## src/sv/pidl_pkg.sv

```systemverilog
// Shared types and constants for the positional insert/delete list.
package pidl_pkg;

  localparam int unsigned REQ_W  = 3;
  localparam int unsigned POS_W  = 7;
  localparam int unsigned VAL_W  = 8;
  localparam int unsigned STAT_W = 2;
  localparam int unsigned LEN_W  = 7;
  localparam int unsigned CAP_W  = 7;
  localparam int unsigned APB_AW = 3;
  localparam int unsigned APB_DW = 32;

  localparam logic [CAP_W-1:0] CAP_RESET = 7'd64;

  // Register select taken from paddr above the byte offset.
  localparam logic [APB_AW-3:0] REG_CAP = 1'b0;

  typedef enum logic [REQ_W-1:0] {
    REQ_INSERT = 3'd0,
    REQ_DELETE = 3'd1,
    REQ_REMOVE = 3'd2,
    REQ_CLEAR  = 3'd3,
    REQ_READ   = 3'd4
  } req_e;

  typedef enum logic [STAT_W-1:0] {
    STAT_OK        = 2'd0,
    STAT_FULL      = 2'd1,
    STAT_BAD_INDEX = 2'd2,
    STAT_BAD_COUNT = 2'd3
  } status_e;

  typedef enum logic [2:0] {
    S_IDLE,
    S_SHIFT,
    S_READ,
    S_COMMIT,
    S_DONE
  } seq_e;

  typedef struct packed {
    logic             wr_en;
    logic [VAL_W-1:0] wr_data;
  } ram_wr_t;

endpackage

```

## src/sv/pidl_if.sv

```systemverilog
// Request and response channel interfaces of the positional list.
interface pidl_req_if;
  import pidl_pkg::*;
  logic             valid;
  logic             ready;
  logic [REQ_W-1:0] req_type;
  logic [POS_W-1:0] position;
  logic [VAL_W-1:0] value;
  logic [POS_W-1:0] count;

  modport source(output valid, req_type, position, value, count, input ready);
  modport sink(input valid, req_type, position, value, count, output ready);
endinterface

interface pidl_rsp_if;
  import pidl_pkg::*;
  logic              valid;
  logic              ready;
  logic [STAT_W-1:0] status;
  logic [VAL_W-1:0]  read_value;
  logic [LEN_W-1:0]  length;

  modport source(output valid, status, read_value, length, input ready);
  modport sink(input valid, status, read_value, length, output ready);
endinterface

```

## src/sv/pidl_store.sv

```systemverilog
// Single write port, single registered read port entry memory.
module pidl_store #(
  parameter int unsigned Depth = 64,
  localparam int unsigned AddrW = $clog2(Depth)
) (
  input  logic                        clk_i,
  input  pidl_pkg::ram_wr_t           wr_i,
  input  logic [AddrW-1:0]            wr_addr_i,
  input  logic [AddrW-1:0]            rd_addr_i,
  output logic [pidl_pkg::VAL_W-1:0]  rd_data_o
);
  import pidl_pkg::*;

  logic [VAL_W-1:0] mem_q [Depth];
  logic [VAL_W-1:0] rd_data_q;

  always_ff @(posedge clk_i) begin
    if (wr_i.wr_en) begin
      mem_q[wr_addr_i] <= wr_i.wr_data;
    end
    rd_data_q <= mem_q[rd_addr_i];
  end

  assign rd_data_o = rd_data_q;

endmodule

```

## src/sv/positional_insert_delete_list_top.sv

```systemverilog
// Top level of the positional insert/delete list with its sequencer and config port.
// Flow: clear, remove-last-k, the unused codes and failed requests go from acceptance
// straight to the done state, a read through the read state; insert and delete pass through
// the shift and commit states, the memory moving one entry per cycle during the shift.
// Throughput: one request at a time; ready returns once the result is in the output register.
// Reset clears the length and sets the capacity limit to 64; the memory is not swept.
module positional_insert_delete_list_top #(
  parameter int unsigned DEPTH = 64
) (
  input  logic                         clk_i,
  input  logic                         rst_ni,
  pidl_req_if.sink                     req_i,
  pidl_rsp_if.source                   rsp_o,
  input  logic                         psel,
  input  logic                         penable,
  input  logic                         pwrite,
  input  logic [pidl_pkg::APB_AW-1:0]  paddr,
  input  logic [pidl_pkg::APB_DW-1:0]  pwdata,
  output logic [pidl_pkg::APB_DW-1:0]  prdata,
  output logic                         pready
);
  import pidl_pkg::*;

  // AW indexes a slot, CW holds a length up to DEPTH, and XW is the common
  // compare width of a length and the 7-bit request fields.
  localparam int unsigned AW = $clog2(DEPTH);
  localparam int unsigned CW = $clog2(DEPTH + 1);
  localparam int unsigned XW = (CW > POS_W) ? CW : POS_W;
  localparam logic [XW-1:0] DEPTH_X = XW'(DEPTH);

  // Entries live in slots 0 .. length-1. A slot at or above the length is
  // never read: reads check the index and shifts only touch live slots. So
  // delete, remove and clear vacate slots only by moving the length, and the memory needs
  // neither a reset sweep nor zeroing of vacated slots.

  seq_e              state_q, state_d;
  logic [CW-1:0]     count_q, count_d;
  logic [CAP_W-1:0]  cap_q;
  logic [AW-1:0]     src_q, src_d;
  logic [AW-1:0]     dst_q, dst_d;
  logic [AW-1:0]     at_q, at_d;
  logic [CW-1:0]     mv_q, mv_d;
  logic              pend_q, pend_d;
  logic              up_q, up_d;
  logic              ins_q, ins_d;
  logic [VAL_W-1:0]  val_q, val_d;
  logic [STAT_W-1:0] res_status_q, res_status_d;
  logic [VAL_W-1:0]  res_rd_q, res_rd_d;
  logic              out_valid_q, out_valid_d;
  logic [STAT_W-1:0] out_status_q, out_status_d;
  logic [VAL_W-1:0]  out_rd_q, out_rd_d;
  logic [LEN_W-1:0]  out_len_q, out_len_d;

  logic              req_fire;
  logic              out_free;
  logic              cfg_write;
  logic [XW-1:0]     cnt_x, pos_x, cntreq_x, cap_x;
  logic [XW-1:0]     at_x, ins_mv_x, del_mv_x;
  logic              full;
  status_e           dec_status;
  logic              go_shift;
  logic              go_read;

  ram_wr_t           ram_wr;
  logic [AW-1:0]     ram_wr_addr;
  logic [AW-1:0]     ram_rd_addr;
  logic [VAL_W-1:0]  ram_rd_data;

  pidl_store #(
    .Depth(DEPTH)
  ) u_store (
    .clk_i    (clk_i),
    .wr_i     (ram_wr),
    .wr_addr_i(ram_wr_addr),
    .rd_addr_i(ram_rd_addr),
    .rd_data_o(ram_rd_data)
  );

  // Configuration port. Writes complete in the access phase; only the
  // capacity register exists, and other addresses read as zero.
  assign pready    = 1'b1;
  assign cfg_write = psel && penable && pwrite && pready &&
                     (paddr[APB_AW-1:2] == REG_CAP);
  assign prdata    = (paddr[APB_AW-1:2] == REG_CAP) ? APB_DW'(cap_q) : '0;

  assign req_i.ready = (state_q == S_IDLE);
  assign req_fire    = req_i.valid && req_i.ready;
  assign out_free    = !out_valid_q || rsp_o.ready;

  assign rsp_o.valid      = out_valid_q;
  assign rsp_o.status     = out_status_q;
  assign rsp_o.read_value = out_rd_q;
  assign rsp_o.length     = out_len_q;

  // Request decode, all in the compare width.
  assign cnt_x    = XW'(count_q);
  assign pos_x    = XW'(req_i.position);
  assign cntreq_x = XW'(req_i.count);
  assign cap_x    = XW'(cap_q);
  assign full     = (cnt_x >= cap_x) || (cnt_x >= DEPTH_X);
  // Position zero appends; otherwise the new entry goes into slot p-1, before the entry held there.
  assign at_x     = (pos_x == '0) ? cnt_x : pos_x - XW'(1);
  assign ins_mv_x = cnt_x - at_x;
  assign del_mv_x = cnt_x - pos_x - XW'(1);

  always_comb begin
    dec_status = STAT_OK;
    go_shift   = 1'b0;
    go_read    = 1'b0;
    unique case (req_i.req_type)
      REQ_INSERT: begin
        if (full) begin
          dec_status = STAT_FULL;
        end else if (pos_x > cnt_x) begin
          dec_status = STAT_BAD_INDEX;
        end else begin
          go_shift = 1'b1;
        end
      end
      REQ_DELETE: begin
        if (pos_x >= cnt_x) begin
          dec_status = STAT_BAD_INDEX;
        end else begin
          go_shift = 1'b1;
        end
      end
      REQ_REMOVE: begin
        // A count equal to the length, and any count on an empty list, fails.
        if (cntreq_x >= cnt_x) begin
          dec_status = STAT_BAD_COUNT;
        end
      end
      REQ_READ: begin
        if (pos_x >= cnt_x) begin
          dec_status = STAT_BAD_INDEX;
        end else begin
          go_read = 1'b1;
        end
      end
      default: begin
        // Clear and the unused codes always succeed.
      end
    endcase
  end

  // Next state.
  always_comb begin
    state_d = state_q;
    unique case (state_q)
      S_IDLE: begin
        if (req_fire) begin
          if (go_shift) begin
            state_d = S_SHIFT;
          end else if (go_read) begin
            state_d = S_READ;
          end else begin
            state_d = S_DONE;
          end
        end
      end
      S_SHIFT: begin
        if ((mv_q == '0) && !pend_q) begin
          state_d = S_COMMIT;
        end
      end
      S_READ:   state_d = S_DONE;
      S_COMMIT: state_d = S_DONE;
      S_DONE: begin
        if (out_free) begin
          state_d = S_IDLE;
        end
      end
      default:  state_d = S_IDLE;
    endcase
  end

  // Datapath and memory control. The shift is pipelined through the
  // registered read: each cycle writes the word read in the cycle before
  // while the next source slot is read.
  always_comb begin
    count_d      = count_q;
    src_d        = src_q;
    dst_d        = dst_q;
    at_d         = at_q;
    mv_d         = mv_q;
    pend_d       = 1'b0;
    up_d         = up_q;
    ins_d        = ins_q;
    val_d        = val_q;
    res_status_d = res_status_q;
    res_rd_d     = res_rd_q;
    out_valid_d  = out_valid_q && !rsp_o.ready;
    out_status_d = out_status_q;
    out_rd_d     = out_rd_q;
    out_len_d    = out_len_q;
    ram_wr       = '{wr_en: 1'b0, wr_data: ram_rd_data};
    ram_wr_addr  = dst_q;
    ram_rd_addr  = src_q;

    unique case (state_q)
      S_IDLE: begin
        ram_rd_addr = pos_x[AW-1:0];
        if (req_fire) begin
          res_status_d = dec_status;
          res_rd_d     = '0;
          val_d        = req_i.value;
          ins_d        = (req_i.req_type == REQ_INSERT);
          if (ins_d) begin
            // Move entries at..length-1 up one slot, walking downward.
            up_d  = 1'b1;
            at_d  = at_x[AW-1:0];
            mv_d  = ins_mv_x[CW-1:0];
            src_d = AW'(cnt_x - XW'(1));
          end else begin
            // Move entries pos+1..length-1 down one slot, walking upward.
            up_d  = 1'b0;
            mv_d  = del_mv_x[CW-1:0];
            src_d = AW'(pos_x + XW'(1));
          end
          if (dec_status == STAT_OK) begin
            if (req_i.req_type == REQ_REMOVE) begin
              count_d = count_q - CW'(cntreq_x);
            end else if (req_i.req_type == REQ_CLEAR) begin
              count_d = '0;
            end
          end
        end
      end
      S_SHIFT: begin
        ram_wr.wr_en = pend_q;
        if (mv_q != '0) begin
          pend_d = 1'b1;
          mv_d   = mv_q - CW'(1);
          if (up_q) begin
            dst_d = src_q + AW'(1);
            src_d = src_q - AW'(1);
          end else begin
            dst_d = src_q - AW'(1);
            src_d = src_q + AW'(1);
          end
        end
      end
      S_READ: begin
        res_rd_d = ram_rd_data;
      end
      S_COMMIT: begin
        if (ins_q) begin
          ram_wr      = '{wr_en: 1'b1, wr_data: val_q};
          ram_wr_addr = at_q;
          count_d     = count_q + CW'(1);
        end else begin
          count_d     = count_q - CW'(1);
        end
      end
      S_DONE: begin
        if (out_free) begin
          out_valid_d  = 1'b1;
          out_status_d = res_status_q;
          out_rd_d     = res_rd_q;
          out_len_d    = cnt_x[LEN_W-1:0];
        end
      end
      default: begin
      end
    endcase
  end

  always_ff @(posedge clk_i or negedge rst_ni) begin
    if (!rst_ni) begin
      state_q     <= S_IDLE;
      count_q     <= '0;
      cap_q       <= CAP_RESET;
      pend_q      <= 1'b0;
      out_valid_q <= 1'b0;
    end else begin
      state_q     <= state_d;
      count_q     <= count_d;
      pend_q      <= pend_d;
      out_valid_q <= out_valid_d;
      if (cfg_write) begin
        cap_q <= pwdata[CAP_W-1:0];
      end
    end
  end

  always_ff @(posedge clk_i) begin
    src_q        <= src_d;
    dst_q        <= dst_d;
    at_q         <= at_d;
    mv_q         <= mv_d;
    up_q         <= up_d;
    ins_q        <= ins_d;
    val_q        <= val_d;
    res_status_q <= res_status_d;
    res_rd_q     <= res_rd_d;
    out_status_q <= out_status_d;
    out_rd_q     <= out_rd_d;
    out_len_q    <= out_len_d;
  end

  // The length never passes the number of physical slots.
  a_count_bound: assert property (@(posedge clk_i) disable iff (!rst_ni)
    cnt_x <= DEPTH_X)
    else $error("list length exceeds DEPTH");

  // A pending shift write exists only while shifting.
  a_pend_shift: assert property (@(posedge clk_i) disable iff (!rst_ni)
    pend_q |-> (state_q == S_SHIFT))
    else $error("shift write pending outside the shift state");

  // The length holds while entries move, a read waits or a word waits.
  a_count_hold: assert property (@(posedge clk_i) disable iff (!rst_ni)
    (state_q == S_SHIFT || state_q == S_READ || state_q == S_DONE)
      |=> (count_q == $past(count_q)))
    else $error("length changed outside request start or commit");

  // A committed insert grows the list by exactly one.
  a_insert_grows: assert property (@(posedge clk_i) disable iff (!rst_ni)
    (state_q == S_COMMIT && ins_q) |=> (count_q == $past(count_q) + CW'(1)))
    else $error("insert commit did not grow the list by one");

endmodule

```

## src/flat_wrapper.sv

```systemverilog
// flat-port wrapper written by rule: the top's interface ports become plain ports
module positional_insert_delete_list_top_flat import pidl_pkg::*;
#(
  parameter int unsigned DEPTH = 64
)
  (clk_i, rst_ni, psel, penable, pwrite, paddr, pwdata, prdata, pready, req_i_valid, req_i_req_type, req_i_position, req_i_value, req_i_count, req_i_ready, rsp_o_valid, rsp_o_status, rsp_o_read_value, rsp_o_length, rsp_o_ready);
  pidl_req_if req_i_i ();
  pidl_rsp_if rsp_o_i ();
  input  logic clk_i;
  input  logic rst_ni;
  input  logic psel;
  input  logic penable;
  input  logic pwrite;
  input  logic [pidl_pkg::APB_AW-1:0] paddr;
  input  logic [pidl_pkg::APB_DW-1:0] pwdata;
  output logic [pidl_pkg::APB_DW-1:0] prdata;
  output logic pready;
  input wire logic [$bits(req_i_i.valid)-1:0] req_i_valid;
  input wire logic [$bits(req_i_i.req_type)-1:0] req_i_req_type;
  input wire logic [$bits(req_i_i.position)-1:0] req_i_position;
  input wire logic [$bits(req_i_i.value)-1:0] req_i_value;
  input wire logic [$bits(req_i_i.count)-1:0] req_i_count;
  output wire logic [$bits(req_i_i.ready)-1:0] req_i_ready;
  output wire logic [$bits(rsp_o_i.valid)-1:0] rsp_o_valid;
  output wire logic [$bits(rsp_o_i.status)-1:0] rsp_o_status;
  output wire logic [$bits(rsp_o_i.read_value)-1:0] rsp_o_read_value;
  output wire logic [$bits(rsp_o_i.length)-1:0] rsp_o_length;
  input wire logic [$bits(rsp_o_i.ready)-1:0] rsp_o_ready;
  assign req_i_i.valid = req_i_valid;
  assign req_i_i.req_type = req_i_req_type;
  assign req_i_i.position = req_i_position;
  assign req_i_i.value = req_i_value;
  assign req_i_i.count = req_i_count;
  assign req_i_ready = req_i_i.ready;
  assign rsp_o_valid = rsp_o_i.valid;
  assign rsp_o_status = rsp_o_i.status;
  assign rsp_o_read_value = rsp_o_i.read_value;
  assign rsp_o_length = rsp_o_i.length;
  assign rsp_o_i.ready = rsp_o_ready;
  positional_insert_delete_list_top #(.DEPTH(DEPTH)) u_core (.clk_i(clk_i), .rst_ni(rst_ni), .req_i(req_i_i), .rsp_o(rsp_o_i), .psel(psel), .penable(penable), .pwrite(pwrite), .paddr(paddr), .pwdata(pwdata), .prdata(prdata), .pready(pready));
endmodule
```

## config.mk

```make
export PLATFORM = sky130hd
export DESIGN_NAME = positional_insert_delete_list_top_flat
export DESIGN_NICKNAME = d
export VERILOG_FILES = /design/src/sv/pidl_pkg.sv /design/src/sv/pidl_if.sv /design/src/sv/pidl_store.sv /design/src/sv/positional_insert_delete_list_top.sv /design/src/flat_wrapper.sv
export SDC_FILE = /design/constraint.sdc
export NUM_CORES = 1
export LEC_CHECK = 0
export BUFFER_PORTS_ARGS = -buffer_cell sky130_fd_sc_hd__buf_2
export CAP_MARGIN = 20
export CORE_MARGIN = 10
export CORE_UTILIZATION = 62
export DETAILED_ROUTE_END_ITERATION = 7
export PLACE_DENSITY = 0.79
export RECOVER_POWER = 25
export SLEW_MARGIN = 40
export SYNTH_ARGS = -nofsm -noshare
export SYNTH_HDL_FRONTEND = slang
export SYNTH_SLANG_ARGS = --single-unit
```

## constraint.sdc

```tcl
create_clock -name clk_i -period 3.2 [get_ports clk_i]
set_input_delay 0.32 -clock clk_i [delete_from_list [all_inputs] [get_ports clk_i]]
set_output_delay 0.32 -clock clk_i [all_outputs]
set_load 0.02 [all_outputs]
```

# Yosys cells after proc, flatten, opt, wreduce, memory -nomap -nowiden

Memory sizes are Yosys's and may differ from the RTL's. A register that Yosys moved wholly into a read port is not among the register bits.
Cells that the tools add are included.

Bitwise logic cells: 1
Order comparisons: 5
Eq/ne operators: 14
Add/subtract/negate cells: 11
Reductions and logical operators: 30
Muxes and demuxes: 49

Operator list:

| kind                | count |
|---|---|
| $mux 7              | 10 |
| $mux 6              | 8 |
| $pmux 7 s2          | 2 |
| $sub 7x1->7 const B | 4 |
| $ge 7x7->1          | 3 |
| $sub 7x7->7         | 3 |
| $mux 8              | 2 |
| $pmux 8 s2          | 1 |
| $mux 3              | 5 |
| $logic_not 7->1     | 2 |
| $add 6x1->6 const B | 2 |
| $eq 3x2->1 const B  | 4 |
| $pmux 3 s4          | 1 |
| $pmux 6 s2          | 1 |
| $mux 1              | 11 |
| $mux 9              | 1 |
| $reduce_and 3->1    | 3 |
| $mux 2              | 4 |
| $reduce_and 2->1    | 4 |
| $add 7x1->7 const B | 1 |
| $ge 7x7->1 const B  | 1 |
| $gt 7x7->1          | 1 |
| $reduce_bool 7->1   | 1 |
| $eq 3x1->1 const B  | 2 |
| other kinds (16)    | 33 |

Memories kept: 1
Input bits: 67
Word-level logic and storage cells: 128
Bits in writable memories: 512
Output and inout bits: 52
Flip-flop bits (word level): 81

Memories:

| memory               | depth | bits a word | rd ports | clocked after Yosys merged registers in | write ports | RTL line         | text |
|---|---|---|---|---|---|---|---|
| u_core.u_store.mem_q | 64    | 8           | 1        | 1                                       | 1           | pidl_store.sv:14 | `logic [VAL_W-1:0] mem_q [Depth];` |

# Longest topological paths before layout

Depth in word-level cells: 8
Mapped depth: 16
Gate-level depth less buffers: 14

# Cells and area by module

Synthesis repeated with hierarchy kept, for this count alone.

Cell total of the unflattened synthesis: 1483
Area, all modules: 25689.6 um^2

By module, submodules not included:

| module                            | cells an instance | area each (um^2) | times used | sequential area each (um^2) |
|---|---|---|---|---|
| pidl_store                        | 940               | 20166.8          | 1          | 15534.9 |
| positional_insert_delete_list_top | 543               | 5522.8           | 1          | 2308.5 |

# Worst setup path after synthesis

Ideal clock, no wire load.

Kind: input to register
Start point: in req_i_position[4]
End point: reg u_core.mv_q[6], data pin
Arrival time: 2764 ps
Path slack: 168 ps
Buffers on the path: 3
Library setup time: 268 ps
Data required time: 2932 ps
Cell stages on the path: 14
Cells stage by stage: clkbuf_1 -> clkbuf_1 -> nor4_1 -> nand3b_1 -> clkbuf_1 -> o21ai_0 -> inv_1 -> fa_1 -> nor2b_1 -> o21ai_0 -> a21boi_0 -> o21a_1 -> o311a_1 -> o31ai_1

Longest elaborated chain between the ends: 6
Elaborated cells on any way between the ends: 9
Classes of those cells: add/sub: 4; mux: 4; reduce/logical: 1

Ends and longest elaborated chain:

| what                     | RTL line                                 | text |
|---|---|---|
| start, declared          | flat_wrapper.sv:20                       | `input wire logic [$bits(req_i_i.position)-1:0] req_i_position;` |
| $logic_not 7->1          | positional_insert_delete_list_top.sv:102 | `assign at_x = (pos_x == '0) ? cnt_x : pos_x - XW'(1);` |
| $mux 7                   | positional_insert_delete_list_top.sv:102 |  |
| named net u_core.at_x[1] | positional_insert_delete_list_top.sv:58  | `logic [XW-1:0] at_x, ins_mv_x, del_mv_x;` |
| $sub 7x7->7              | positional_insert_delete_list_top.sv:103 | `assign ins_mv_x = cnt_x - at_x;` |
| $mux 7                   | positional_insert_delete_list_top.sv:208 | `if (ins_d) begin` |
| $mux 7                   | positional_insert_delete_list_top.sv:203 | `if (req_fire) begin` |
| $pmux 7 s2               | positional_insert_delete_list_top.sv:200 | `unique case (state_q)` |
| named net u_core.mv_d[6] | positional_insert_delete_list_top.sv:42  | `logic [CW-1:0] mv_q, mv_d;` |
| end signal, assigned     | positional_insert_delete_list_top.sv:290 | `mv_q <= mv_d;` |
| end, declared            | positional_insert_delete_list_top.sv:42  |  |

The timed path passes the listed nets, and every way through them passes these cells. The select of a mux whose other input is x is not followed.
A chain may end at the register's enable or synchronous reset.

# Final worst setup path

Start point: reg u_core.state_q[2]
End point: reg u_core.u_store.rd_data_q[3], in the netlist u_core.u_store.rd_data_o[3], read port of u_core.u_store.mem_q

Longest elaborated chain between the ends: 2

Ends and longest elaborated chain:

| what                   | RTL line                                 | text |
|---|---|---|
| start, declared        | positional_insert_delete_list_top.sv:36  | `seq_e state_q, state_d;` |
| start signal, assigned | positional_insert_delete_list_top.sv:276 | `state_q <= state_d;` |
| $logic_not 3->1        | positional_insert_delete_list_top.sv:200 |  |
| $mux 6                 | positional_insert_delete_list_top.sv:200 |  |
| end, declared          | pidl_store.sv:15                         | `logic [VAL_W-1:0] rd_data_q;` |

Every way passes these cells.

==> results by group <==
GRT
  • Global-route wire length before repair: 101,000 µm
  • Vias in the first global route: 16.9k
  • Initial antenna violation count: 4
  • Met1 usage: 33.3%
  • Routing usage on met2: 43.3%
  • GRT overflow: 0
  • M3 GR Usage: 4.03%
  • Largest net degree at the start of global routing: 65
  • Global routing's busiest layer: met2
  • GRT Util Overall: 26.0%

Power
  • Static leakage: 10.9 nW
  • Clock power frac: 26.3%
  • Sw Share: 33.9%
  • Worst vdd ir: 0.000566 V
  • Net Switching: 0.00890 W
  • Sequential power share: 39.9%
  • Final Total Pwr: 0.0263 W
  • Proportion of power drawn by combinational gates: 33.8%
  • PD cells: 869 nW/µm²
  • Pint: 0.0173 W

Drt
  • Vias per cell: 6.37
  • WL final: 66,700 µm
  • Via count: 17.1k
  • DR pass1 iterations: 6
  • Routed wire per std cell: 24.8 µm
  • Final ANT Viol Nets: 0
  • DRT iter0 DRCs: 2,206
  • DRC Markers: 0

Layout
  • Final Instance Area: 30,200 µm²
  • Share of cells above drive strength 1: 17.1%
  • Layout area overhead: 15.0%
  • Post-Layout Cell Count: 2,683
  • Final nets: 2,201
  • Fillers: 2,661

Timing
  • Final worst-path cycle share: 98.9%
  • Final min period: 3160 ps
  • Relative slew slack: 23.3%
  • RSZ-0062 raised after global routing: yes
  • Max Clock Freq: 316 MHz
  • Final setup viols: 0
  • Slew @ Worst Pin: 1150 ps
  • Skew final: 17.5 ps
  • Max-slew violations: 0
  • Hold Fails Final Rpt: 0

Synth
  • Cell area after synthesis: 26,300 µm²
  • Cells after Synth: 1,900
  • Top cells by area, synth: edfxtp_1 66%, nand2_1 4.1%, mux2i_1 3.3%
  • Yosys reg bits: 600
  • Top FF cell, synth: edfxtp_1
  • Seq/Total Area, Yosys: 67.9%
  • Number of synthesized flops with an enable pin: 573
  • Synth top cells by count: 573 x edfxtp_1, 287 x nand2_1, 120 x nor2_1
  • Top-area cell type share of the netlist area: 65.5%
  • Asr flop ratio synth: 3.17%
  • Yosys cell types: 75
  • Ys Warns: 0
  • Average size of a mapped cell: 13.8 µm²
  • Cell with the most instances after synthesis: edfxtp_1
  • Area leader, netlist: edfxtp_1

Floorplanning
  • Rows: 75
  • I/O pins: 119
  • Die height: 226 µm
  • CORE AREA: 41,900 µm²
  • Initial Util: 62.6%
  • Die area: 51,000 µm²
  • Die width: 226 µm

Placement
  • Dpl cell area: 28,100 µm²
  • PortBufs: 65
  • # placed instances: 2,554
  • RePlAce Congestion: 0.994
  • Dpl hpwl: 44,000 µm

Clock network
  • H-tree depth: 2
  • Clk buf depth: 3
  • CTS tree: built
  • Root Buffer: clkbuf_16
  • Clk_lat worst skew: 620 ps
  • Clock transition at the registers of the reported paths: 60 ps
  • Cts bufs inserted: 57
  • Clk sinks: 600

Flow run
  • Max Cap Viol: 0

Setup path
  • CP Data Required Time: 3730 ps
  • Crit path max fanout: 11
  • Worst Setup End Kind: flip-flop
  • Arr. time, crit path: 3690 ps
  • Critical path class: reg2reg
  • Crit start category: flip-flop

Status
  • Status: finished, final reports clean

Worst hold path
  • Min-Delay Path Class: in2reg
-- worst paths after layout --
check	startpoint	to	slack, ps	cells after the start
max	u_core.state_q[2]	u_core.u_store.rd_data_o[3]	40	9
min	req_i_valid	u_core.state_q[0]	30	2
max reg2reg	u_core.state_q[2]	u_core.u_store.rd_data_o[3]	40	9
min reg2reg	u_core.res_rd_q[5]	u_core.rsp_o.read_value[5]	430	0
max in group asynchronous	rst_ni	u_core.state_q[1]	1930	2
min in group asynchronous	rst_ni	u_core.cap_q[2]	500	2
-- layout make-up --
| class | instances | area (µm²) | share of cell area [%] |
|---|---|---|---|
| Antenna cell | 4 | 10.0 | 0.0331 |
| Timing Repair Buffer | 237 | 1850 | 6.12 |
| Clock inverter | 42 | 442 | 1.46 |
| Sequential cell | 600 | 17800 | 59.1 |
| Tap cell | 539 | 674 | 2.23 |
| Multi-Input combinational cell | 1151 | 7740 | 25.6 |
| Clock buffer | 66 | 1480 | 4.90 |
| Inverter | 44 | 165 | 0.547 |
-- through the flow --
step / setup TNS [ps] / worst slack, ps / util, % / hold WS [ps]
after floorplan: 0 / 168 / - / 24.4
after global placement: -41.9 / -28.7 / 67.0 / 298
after detailed placement: -222 / -72.8 / 67.0 / 304
after CTS: 0 / 0.245 / 72.0 / 10.6
after global routing: -186 / -33.6 / 72.0 / 28.2
final: 0 / 35.3 / 72.0 / 34.3
-- power groups by stage --
stage	registers, W	logic [W]	clock network (W)
4_1_cts	0.0104	0.00877	0.00693
3_3_place_gp	0.0106	0.00831	0
2_1_floorplan	0.0106	0.00526	0
3_5_place_dp	0.0106	0.00856	0
6_report	0.0105	0.00888	0.00690
5_1_grt	0.0105	0.00947	0.00721
-- cell families (layout without fill, tap and decap cells) --
family	Yosys count	in the layout	synth area share (%)
AND/OR/NAND/NOR	654	654	12.1
flip-flops	600	600	67.9
AO/OA/AOI/OAI	240	240	6.72
buffers and inverters	173	389	3.21
multiplexers	147	147	6.49
adder cells (fa/ha/maj)	43	43	2.13
XOR/XNOR	41	41	1.37
other	2	30	0.0286
-- state kept, by name, indices dropped and copies added, names as in the netlist, 6 cells and up --
signal / cells
u_core.dst_q: 6
u_core.rsp_o.read_value: 8
u_core.mv_q: 7
u_core.at_q: 6
u_core.u_store.rd_data_o: 8
u_core.cap_q: 7
u_core.src_q: 6
u_core.val_q: 8
u_core.cnt_x: 7
u_core.res_rd_q: 8
u_core.rsp_o.length: 7
u_core.u_store.mem_q: 512
-- cell usage in the layout, fill, tap and decap left out, types with 16 or more instances in the layout --
master         instances
xnor2_1               29
mux2_2                36
inv_1                 42
and2_1                28
ha_1                  40
a21oi_1               21
clkbuf_1              46
o22ai_1               29
nand4_1               24
nand3_1               48
conb_1                26
edfxtp_1             573
buf_12                20
dlygate4sd3_1         16
a31oi_1               19
buf_4                126
nand2_1              277
mux2i_1               86
a32oi_1               49
clkbuf_16             58
nor2_1               120
buf_2                 34
o21ai_0               27
-- worst max-delay path, cell delays in order (launching register included) --
cell     delay, ps
dfrtp_2        460
or4b_4         570
and2_4         210
buf_12         160
buf_4          170
mux2_2         230
o22ai_1         90
or4_1          480
or4_4          550
nor3_2         150
-- what timing repair did --
item / in CTS / in global routing
resized for setup: 5 / 14
hold endpoints to repair: 34 / 0
pin swaps: 2 / 1
hold buffers: 16 / 0
endpoints found under the setup margin: 7 / 45
setup buffers: 1 / 0
-- layer usage --
metal | part of all wire (%) | wire length, µm
met1 | 38 | 25400
met2 | 49 | 32800
met3 | 8.6 | 5750
met4 | 4.1 | 2720
met5 | 0 | 0
No activity file was read; power rests on OpenSTA's default activity.
